File: config.mk
export PLATFORM = sky130hd
export DESIGN_NAME = utf16le_printable_run_extractor
export DESIGN_NICKNAME = d
export VERILOG_FILES = /design/src/hw/rtl/u16run_pkg.sv /design/src/hw/rtl/utf16le_printable_run_extractor.sv
export SDC_FILE = /design/constraint.sdc
export NUM_CORES = 1
export LEC_CHECK = 0
export BUFFER_PORTS_ARGS = -buffer_cell sky130_fd_sc_hd__buf_2
export CELL_PAD_IN_SITES_DETAIL_PLACEMENT = 0
export CELL_PAD_IN_SITES_GLOBAL_PLACEMENT = 1
export CORE_ASPECT_RATIO = 1.2
export CORE_MARGIN = 2
export CORE_UTILIZATION = 44
export CTS_CLUSTER_DIAMETER = 100
export DETAILED_ROUTE_END_ITERATION = 12
export GPL_TIMING_DRIVEN = 0
export PLACE_DENSITY = 0.77
export SYNTH_ARGS = -nofsm -noshare
export SYNTH_HDL_FRONTEND = slang
export SYNTH_SLANG_ARGS = --single-unit
File: constraint.sdc
create_clock -name i_clk -period 4.25 [get_ports i_clk]
set_input_delay 0.2125 -clock i_clk [delete_from_list [all_inputs] [get_ports i_clk]]
set_output_delay 0.2125 -clock i_clk [all_outputs]
set_load 0.005 [all_outputs]
File: src/hw/rtl/u16run_pkg.sv
`timescale 1ns / 1ps

package u16run_pkg;

    localparam logic [7:0] PRINT_LO        = 8'h20;
    localparam logic [7:0] PRINT_HI        = 8'h7E;
    localparam logic [7:0] BYTE_ZERO       = 8'h00;
    localparam logic [4:0] COUNT_MAX       = 5'd31;
    localparam logic [3:0] MIN_CHARS_RESET = 4'd4;

    typedef struct packed {
        logic [7:0] data_byte;
        logic       is_final;
    } t_in_item;

    typedef struct packed {
        logic [6:0] text_char;
        logic       run_end;
    } t_out_item;

    // Results still owed for the request just taken
    typedef struct packed {
        logic [3:0] flush_n;
        logic       pend;
        logic       term;
        logic [6:0] ch;
    } t_job;

    typedef enum logic [2:0] {
        S_IDLE,
        S_READ,
        S_FLUSH,
        S_CHAR,
        S_TERM
    } t_state;

endpackage

File: src/hw/rtl/utf16le_printable_run_extractor.sv
`timescale 1ns / 1ps

// Channel  | Dir | Handshake              | Payload
// ---------+-----+------------------------+---------------------------------
// in       | in  | i_in_valid / o_in_stall | i_in_data  (data_byte, is_final)
// out      | out | o_out_valid / i_out_stall| o_out_data (text_char, run_end)
// cfg      | in  | i_cfg_we               | i_cfg_data (min_chars)
//
// A byte giving at most one result is taken every cycle while the output moves;
// a result held by i_out_stall stalls the input until it is taken.
// A qualifying run flushes its n held characters, each read from the hold RAM
// and then presented, then the current character, then the terminator if the
// byte was final, with the input stalled throughout. A final pair with no flush
// that gives a character and a terminator stalls the input while both are presented.
// Synchronous active-low reset, input stalled while held; the hold RAM has no
// clearing pass, only entries written in the current run are ever read back.
module utf16le_printable_run_extractor #(
    parameter int HOLD_DEPTH = 16
) (
    input  logic                   i_clk,
    input  logic                   i_rst_n,
    input  logic                   i_in_valid,
    output logic                   o_in_stall,
    input  u16run_pkg::t_in_item   i_in_data,
    output logic                   o_out_valid,
    input  logic                   i_out_stall,
    output u16run_pkg::t_out_item  o_out_data,
    input  logic                   i_cfg_we,
    input  logic [3:0]             i_cfg_data
);

    localparam int         IDX_W   = (HOLD_DEPTH > 1) ? $clog2(HOLD_DEPTH) : 1;
    localparam logic [6:0] HOLD_W7 = 7'(HOLD_DEPTH);

    u16run_pkg::t_state    r_state, n_state;
    logic                  r_phase, n_phase;
    logic [6:0]            r_pend, n_pend;
    logic [4:0]            r_count, n_count;
    logic [3:0]            r_min;
    u16run_pkg::t_job      r_job, n_job;
    logic [3:0]            r_fl_idx;
    logic                  r_out_valid;
    u16run_pkg::t_out_item r_out;

    logic [6:0]            r_hold_mem [HOLD_DEPTH];
    logic [6:0]            r_rd_data;

    logic                  w_printable;
    logic                  w_zero;
    logic [4:0]            w_cnt_inc;
    logic [4:0]            w_thr;
    logic [6:0]            w_wpos;
    logic [6:0]            w_rpos;
    logic [3:0]            w_nfl;
    logic                  w_we;
    logic                  w_direct;
    u16run_pkg::t_out_item w_direct_item;
    logic                  w_slot_free;
    logic                  w_fl_last;

    logic                  w_accept;
    logic                  w_rd_en;
    logic                  w_load;
    u16run_pkg::t_out_item w_load_item;
    logic                  w_idx_inc;

    // ---------------- per-byte decode ----------------
    always_comb begin
        w_printable = (i_in_data.data_byte >= u16run_pkg::PRINT_LO) &&
                      (i_in_data.data_byte <= u16run_pkg::PRINT_HI);
        w_zero      = (i_in_data.data_byte == u16run_pkg::BYTE_ZERO);
        w_cnt_inc   = (r_count == u16run_pkg::COUNT_MAX) ? r_count : 5'(r_count + 5'd1);
        w_thr       = {1'b0, r_min} + 5'd1;
        w_wpos      = 7'(w_cnt_inc) - 7'd1;
        w_nfl       = ({3'b0, r_min} <= HOLD_W7) ? r_min : HOLD_W7[3:0];

        n_phase     = r_phase;
        n_count     = r_count;
        n_pend      = r_pend;
        w_we        = 1'b0;
        n_job       = '0;
        n_job.ch    = r_pend;

        if (r_phase && w_zero) begin
            n_count       = w_cnt_inc;
            n_phase       = 1'b0;
            w_we          = (w_wpos < HOLD_W7);
            n_job.pend    = (w_cnt_inc >= w_thr);
            n_job.flush_n = (w_cnt_inc == w_thr) ? w_nfl : 4'd0;
            n_job.term    = i_in_data.is_final && (w_cnt_inc > {1'b0, r_min});
        end else if (r_phase) begin
            // non-zero after a candidate: close and restart at this byte
            n_job.term = (r_count > {1'b0, r_min});
            n_count    = '0;
            if (w_printable) begin
                n_pend  = i_in_data.data_byte[6:0];
                n_phase = 1'b1;
            end else begin
                n_phase = 1'b0;
            end
        end else begin
            if (w_printable) begin
                n_pend  = i_in_data.data_byte[6:0];
                n_phase = 1'b1;
            end else begin
                n_count = '0;
            end
            n_job.term = (!w_printable || i_in_data.is_final) &&
                         (r_count > {1'b0, r_min});
        end

        if (i_in_data.is_final) begin
            n_phase = 1'b0;
            n_count = '0;
            n_pend  = '0;
        end

        w_direct                = (n_job.flush_n == 4'd0) && (n_job.pend ^ n_job.term);
        w_direct_item.text_char = n_job.pend ? n_job.ch : 7'd0;
        w_direct_item.run_end   = !n_job.pend;
    end

    assign w_slot_free = !r_out_valid || !i_out_stall;
    assign w_fl_last   = (4'(r_fl_idx + 4'd1) == r_job.flush_n);

    // ---------------- next state ----------------
    always_comb begin
        n_state = r_state;
        case (r_state)
            u16run_pkg::S_IDLE: begin
                if (w_accept) begin
                    if (n_job.flush_n != 4'd0) begin
                        n_state = u16run_pkg::S_READ;
                    end else if (n_job.pend && n_job.term) begin
                        n_state = u16run_pkg::S_CHAR;
                    end
                end
            end
            u16run_pkg::S_READ: begin
                n_state = u16run_pkg::S_FLUSH;
            end
            u16run_pkg::S_FLUSH: begin
                if (w_slot_free) begin
                    n_state = w_fl_last ? u16run_pkg::S_CHAR : u16run_pkg::S_READ;
                end
            end
            u16run_pkg::S_CHAR: begin
                if (w_slot_free) begin
                    n_state = r_job.term ? u16run_pkg::S_TERM : u16run_pkg::S_IDLE;
                end
            end
            u16run_pkg::S_TERM: begin
                if (w_slot_free) begin
                    n_state = u16run_pkg::S_IDLE;
                end
            end
            default: begin
                n_state = u16run_pkg::S_IDLE;
            end
        endcase
    end

    // ---------------- state outputs ----------------
    always_comb begin
        o_in_stall  = 1'b1;
        w_accept    = 1'b0;
        w_rd_en     = 1'b0;
        w_load      = 1'b0;
        w_load_item = '0;
        w_idx_inc   = 1'b0;
        case (r_state)
            u16run_pkg::S_IDLE: begin
                o_in_stall  = !i_rst_n || !w_slot_free;
                w_accept    = i_rst_n && i_in_valid && w_slot_free;
                w_load      = w_accept && w_direct;
                w_load_item = w_direct_item;
            end
            u16run_pkg::S_READ: begin
                w_rd_en = 1'b1;
            end
            u16run_pkg::S_FLUSH: begin
                w_load                = w_slot_free;
                w_load_item.text_char = r_rd_data;
                w_idx_inc             = w_slot_free;
            end
            u16run_pkg::S_CHAR: begin
                w_load                = w_slot_free;
                w_load_item.text_char = r_job.ch;
            end
            u16run_pkg::S_TERM: begin
                w_load              = w_slot_free;
                w_load_item.run_end = 1'b1;
            end
            default: begin
                w_load = 1'b0;
            end
        endcase
    end

    // ---------------- hold RAM ----------------
    assign w_rpos = {3'b0, r_fl_idx};

    always_ff @(posedge i_clk) begin
        if (w_accept && w_we) begin
            r_hold_mem[w_wpos[IDX_W-1:0]] <= r_pend;
        end
        if (w_rd_en) begin
            r_rd_data <= r_hold_mem[w_rpos[IDX_W-1:0]];
        end
    end

    // ---------------- registers ----------------
    always_ff @(posedge i_clk) begin
        if (!i_rst_n) begin
            r_state     <= u16run_pkg::S_IDLE;
            r_phase     <= 1'b0;
            r_pend      <= '0;
            r_count     <= '0;
            r_min       <= u16run_pkg::MIN_CHARS_RESET;
            r_fl_idx    <= '0;
            r_out_valid <= 1'b0;
        end else begin
            r_state <= n_state;
            if (i_cfg_we) begin
                r_min <= i_cfg_data;
            end
            if (w_accept) begin
                r_phase  <= n_phase;
                r_pend   <= n_pend;
                r_count  <= n_count;
                r_fl_idx <= '0;
            end else if (w_idx_inc) begin
                r_fl_idx <= 4'(r_fl_idx + 4'd1);
            end
            if (w_load) begin
                r_out_valid <= 1'b1;
            end else if (!i_out_stall) begin
                r_out_valid <= 1'b0;
            end
        end
    end

    always_ff @(posedge i_clk) begin
        if (w_accept) begin
            r_job <= n_job;
        end
        if (w_load) begin
            r_out <= w_load_item;
        end
    end

    assign o_out_valid = r_out_valid;
    assign o_out_data  = r_out;

endmodule

# Yosys cells after proc, flatten, opt, wreduce, memory -nomap -nowiden
# Memories as Yosys holds them, arrays and structs flattened. A register that Yosys moved wholly into a read port is not among the register bits.
# Index checks and enable logic that the tools add are counted.
[word_totals]
rom_bits = 0
ramBits = 112
reg_bits = 45
mem_count = 1
in_bits = 18
latchBits = 0
[classes]
n_shift = 0
add_sub_neg = 4
div_mod_pow = 0
reduce_logical = 29
multipliers = 0
eq_ne = 15
n_bitwise = 2
n_mux = 37
magnitude_cmp = 6
[mem_list]
columns = ["memory", "words", "width", "read_ports", "rd_clocked_by_memory_dff", "wr", "line", "text"]
rows = [
  ["r_hold_mem", 16, 7, 1, 1, 1, "utf16le_printable_run_extractor.sv:45", "logic [6:0] r_hold_mem [HOLD_DEPTH];"],
]
[op_table]
columns = ["operator", "count"]
rows = [
  ["two-way mux 5 bit", 6],
  ["two-way mux 7 bit", 4],
  ["two-way mux 3 bit", 7],
  ["one-hot mux 7 bit (3 select lines)", 1],
  ["one-hot mux 3 bit (5 select lines)", 1],
  ["two-way mux 1 bit", 14],
  ["greater-than comparator 5 x 4 -> 1 bit", 2],
  ["logical AND 1 bit", 10],
  ["!= test 2 bit, second input constant", 5],
  [">= comparator 8 x 6 -> 1 bit, second input constant", 1],
  ["<= comparator 8 x 7 -> 1 bit, second input constant", 1],
  ["logical NOT 8 bit", 1],
  ["less-than comparator 7 x 5 -> 1 bit, second input constant", 1],
  ["equality test 3 x 2 -> 1 bit, second input constant", 2],
  ["logical NOT 1 bit", 6],
  ["subtractor 5 x 1 -> 6 bit, second input constant", 1],
  ["adder 4 x 1 -> 5 bit, second input constant", 1],
  ["adder 5 x 1 -> 5 bit, second input constant", 1],
  ["equality test 5 bit", 1],
  ["equality test 5 bit, second input constant", 1],
  [">= comparator 5 bit", 1],
  ["AND reduction 5 bit", 1],
  ["adder 4 x 1 -> 4 bit, second input constant", 1],
  ["equality test 4 bit", 1],
  ["19 further kinds", 22],
]

# Logic depth before layout (Yosys ltp)
[logic_depth]
depth_word = 12
mapped_depth = 13
mapped_depth_nobuf = 13

# Least setup slack after synthesis
# OpenSTA, ideal clock, no wires.
[synth_path]
path_kind = "reg-to-reg"
start = "reg r_count[1]"
end = "reg r_out (netlist bit o_out_data[0]) (enable)"
n_path_buf = 0
setup_ns = 0.326
slack_ns = 0.550
arrival_ns = 3.374
required_ns = 3.924
path_stages_with_launch = 14
path_cell_list = "dfxtp_1 -> ha_1 -> nand4_1 -> mux2i_1 -> inv_1 -> ha_1 -> nand2_1 -> o21ai_0 -> a221oi_1 -> nor2_1 -> ha_1 -> inv_1 -> a211oi_1 -> a21o_1"
[synth_between]
elab_chain_len = 9
word_cells_on_any_way = 18
classes_between = "add/sub (1); order compare (3); eq/ne (2); mux (6); bitwise (1); reduce/logical (5)"
[synth_rtl]
columns = ["item", "line", "text"]
rows = [
  ["from (decl)", "utf16le_printable_run_extractor.sv:38", "logic [4:0] r_count, n_count;"],
  ["from (signal assigned)", "utf16le_printable_run_extractor.sv:230", "r_count <= n_count;"],
  ["adder 5 x 1 -> 5 bit or equality test 5 bit (tied branches)", "utf16le_printable_run_extractor.sv:72", "w_cnt_inc = (r_count == u16run_pkg::COUNT_MAX) ? r_count : 5'(r_count + 5'd1);"],
  ["two-way mux 5 bit", "utf16le_printable_run_extractor.sv:72", ""],
  ["greater-than comparator 5 x 4 -> 1 bit or equality test 5 bit (tied branches)", "utf16le_printable_run_extractor.sv:90, utf16le_printable_run_extractor.sv:89", ""],
  ["logical AND 1 bit or two-way mux 4 bit (tied branches)", "utf16le_printable_run_extractor.sv:90, utf16le_printable_run_extractor.sv:89", ""],
  ["two-way mux 1 bit or two-way mux 5 bit (tied branches)", "utf16le_printable_run_extractor.sv:84", "if (r_phase && w_zero) begin"],
  ["bitwise XOR 1 bit or logical NOT 4 bit (tied branches)", "utf16le_printable_run_extractor.sv:118", "w_direct = (n_job.flush_n == 4'd0) && (n_job.pend ^ n_job.term);"],
  ["logical AND 1 bit (*)", "utf16le_printable_run_extractor.sv:118", ""],
  ["logical AND 1 bit (*)", "utf16le_printable_run_extractor.sv:175", "w_load = w_accept && w_direct;"],
  ["one-hot mux 1 bit (2 select lines) (*)", "utf16le_printable_run_extractor.sv:171", "case (r_state)"],
  ["net w_load", "utf16le_printable_run_extractor.sv:63", "logic w_load;"],
  ["to (signal assigned)", "utf16le_printable_run_extractor.sv:248", "r_out <= w_load_item;"],
  ["to (decl)", "utf16le_printable_run_extractor.sv:43", "u16run_pkg::t_out_item r_out;"],
]
# Mark *: on every way through the listed nets, which the timed path passes. The rest lies on a longest branch.
# A chain may end at the register's enable or synchronous reset.

==> impl_metrics.py <==
metrics = {
    "critical_path": {
        "cp.depth": 13,
        "max_stage_delay_ps": 480,
        "worstSetupPathType": "flip-flop to flip-flop",
        "cp_max_fo": 8,
        "crit_path_frequent_cell": "ha_1",
        "r2r_start": "r_count[1]",
        "crit_chain": "ha_1 > nand4_1 > mux2i_4 > inv_1 > ha_1 > nor2b_1 > o211ai_1 > a21o_1 > a211oi_1 > ha_1 > inv_1 > a211oi_1 > a21o_1",
        "crit_path_end_kind": "flip-flop",
        "crit_path_start": "r_count[1]",
        "critPathCapture": "o_out_data[7]",
        "ff2ff_path_depth": 13,
        "critical-path-top-delay-family": "compound AO/OA/AOI/OAI gates",
        "cp_slowest_cell": "dfxtp_1",
        "required_ps": 4340,
        "r2r_slack_ps": 290,
        "critPathBufInv": 2,
        "r2r_end": "o_out_data[7]",
        "cp-start-kind": "flip-flop",
        "critPathArrivalTime_ps": 4050,
    },
    "detailed_routing": {
        "drt-wirelength-per-cell_um": 21.1,
        "drcViolationCount": 0,
        "viasPerCell": 5.72,
        "drt_iter0_markers": 408,
        "antenna_left": 0,
        "wl_mm": 15.1,
        "vias": 4105,
        "drt-pass1-iter-count": 6,
    },
    "finish": {
        "multiInputGateArea_sq_mm": 0.00233,
        "regArea_sq_mm": 0.00467,
        "nFillCells": 1239,
        "n_antenna_cell": 0,
        "fin_nets": 532,
        "design_area_sq_mm": 0.00822,
        "area_delta_synth_final_pct": 15.5,
        "drive_gt1_frac": 0.237,
    },
    "sta": {
        "finalCritPeriodShare": 0.932,
        "slew_headroom": 0.0756,
        "rsz0062_at_grt": "no",
        "fin_crit_ps": 3960,
        "skew_ps": 6.92,
        "setup_violations": 0,
        "setup_ws_ps": 290,
        "drv_slew": 0,
        "max_freq_mhz": 253,
        "tightest_slew_ps": 1380,
        "finalSetupTns_ps": 0,
        "hold_viol": 0,
    },
    "logic_synthesis": {
        "syn_area_sq_mm": 0.00712,
        "synthCells": 448,
        "avgSynthCellArea_sq_um": 15.9,
        "syn_nets": 483,
        "ys_ff_latch": 164,
        "synth_cell_types": 56,
        "ys_warn_count": 0,
        "synth-edff-count": 139,
        "synthTopCellsByArea": "edfxtp_1 (59%), mux4_2 (11%), dfxtp_1 (7.0%)",
        "async_flop_share": 0,
        "synth_top_area_share": 0.586,
        "yosysTopAreaCell": "edfxtp_1",
        "ys.flop_type": "edfxtp_1",
        "synth-seq-area-share": 0.657,
    },
    "flow_run": {
        "max_cap_viol_count": 0,
    },
    "run_status": {
        "status": "complete, no violations",
    },
    "place": {
        "place.gp.congestion": 0.806,
        "portBuffers": 25,
        "dp_hpwl_mm": 10.4,
        "placed_area_sq_mm": 0.00753,
        "dpl_worst_slack_ps": -606,
    },
    "global_routing": {
        "grt_use_total": 0.188,
        "grt_overflow": 0,
        "antenna_found_initial": 0,
        "grt_pass1_vias": 4111,
        "grt_max_degree": 20,
        "grt_pass1_wl_mm": 23.4,
    },
    "floorplanning": {
        "chipHeight_um": 143,
        "initial_utilization": 0.453,
        "io_pins": 28,
        "dieArea_sq_mm": 0.0172,
        "fp-row-count": 50,
        "core_area_sq_mm": 0.0157,
        "die_width_um": 120,
    },
    "pwr": {
        "power-per-cell-area_mw_per_mm2": 418,
        "max-vdd-ir-drop_mv": 0.259,
        "p_leak_nw": 2.93,
    },
    "clocking": {
        "clk_pin_slew_ps": 60,
        "cts_max_level": 4,
        "cts-root-buf": "clkbuf_16",
        "cts_buffers": 17,
        "clk_path_buf_depth": 2,
        "tritoncts": "built",
        "clk_latency_ps": 430,
        "clkSinkCount": 164,
    },
    "hold_path": {
        "worstHoldPathType": "input pin to flip-flop",
    },
}
[worst min path at each step]
stage | from | to | depth (start not counted)
2_1_floorplan | i_in_data[1] | r_pend[0] | 1
3_3_place_gp | i_cfg_data[2] | r_min[2] | 3
3_5_place_dp | i_cfg_data[2] | r_min[2] | 3
4_1_cts | i_cfg_data[1] | r_min[1] | 3
5_1_grt | i_in_data[2] | r_pend[1] | 2
6_report | i_cfg_data[3] | r_min[3] | 3
[routing by layer]
layer / global-route usage / up-vias / wire, um
li1: - / 1895 / -
met1: 0.236 / 2079 / 6200
met2: 0.325 / 115 / 7980
met3: 0.0329 / 16 / 723
met4: 0.0743 / 0 / 217
met5: 0 / - / 0
[worst reg2reg max path: cells and delay by family, from the launching register on]
kind	cells	cell delay, ps
adder cells (fa/ha/maj)	3	840
AO/OA/AOI/OAI	5	1220
flip-flops	1	480
AND/OR/NAND/NOR	2	390
buffers and inverters	2	310
multiplexers	1	370
[state kept, by name, indices dropped and copies added, names as in the netlist]
signal and count:
r_fl_idx 4, r_count 5, o_out_data 8, r_pend 7, r_hold_mem 112, r_state 3
r_min 4, r_phase 1, r_job 12, r_rd_data 7, o_out_valid 1
[metrics by stage]
step	instances	total power, mW	util	hold slack [ps]
2_1_floorplan	448	1.83	-	338
3_3_place_gp	681	1.86	0.478	429
3_5_place_dp	683	1.86	0.480	439
4_1_cts	716	3.45	0.522	18.4
5_1_grt	718	3.53	0.524	27.2
6_report	718	3.44	0.524	26.1
[kinds of logic (layout without fill, tap and decap cells)]
family,after synthesis,in the layout,synth area share
adder cells (fa/ha/maj),17,17,0.0299
flip-flops,164,164,0.657
AND/OR/NAND/NOR,106,106,0.0819
AO/OA/AOI/OAI,66,66,0.0670
XOR/XNOR,12,12,0.0148
buffers and inverters,37,99,0.0223
multiplexers,46,46,0.127
[layout by cell type, fill, tap and decap left out, types with 8 or more instances in the layout]
cell type,netlist,routed
clkbuf_16,0,17
mux4_2,35,35
a21oi_1,8,8
nor2_1,14,14
nand2_1,26,26
o21ai_0,11,11
dfxtp_1,25,25
ha_1,17,17
nor3_1,9,9
nand3_1,19,19
edfxtp_1,139,139
buf_2,4,29
inv_1,17,17
a211oi_1,10,10
clkbuf_1,12,12
[report_power, final]
| group | leakage [nW] | switching, mW | internal, mW | total (mW) |
|---|---|---|---|---|
| sequential | 1.64 | 0.0174 | 1.74 | 1.76 |
| clock | 0.300 | 0.618 | 0.988 | 1.61 |
| combinational | 0.987 | 0.0446 | 0.0286 | 0.0732 |
| total | 2.93 | 0.680 | 2.76 | 3.44 |
[layout make-up]
class	instances	area share
Sequential cell	164	0.569
Multi-Input combinational cell	247	0.284
Clock buffer	17	0.0517
Tap cell	208	0.0317
Clock inverter	15	0.0247
Timing Repair Buffer	30	0.0201
Buffer	20	0.0116
Inverter	17	0.00776
[timing repair]
action	4_1_cts	5_1_grt
pin swaps	0	1
setup buffers	0	2
endpoints found under the hold margin	1	0
endpoints found under the setup margin	11	8
hold buffers	1	0
gates resized for setup	3	2
[cells in the mapped netlist, drive strengths merged, types with 5 or more instances]
library cell  number
nor2              14
nor3              12
edfxtp           139
a21oi              8
dfxtp             25
ha                17
inv               17
buf                8
a32o               7
and3               6
o21ai             12
clkbuf            12
xor2               6
nand3             19
nor4               5
mux2               7
xnor2              6
mux4              35
nand2             26
a211oi            10
(Power assumes the default switching activity.)
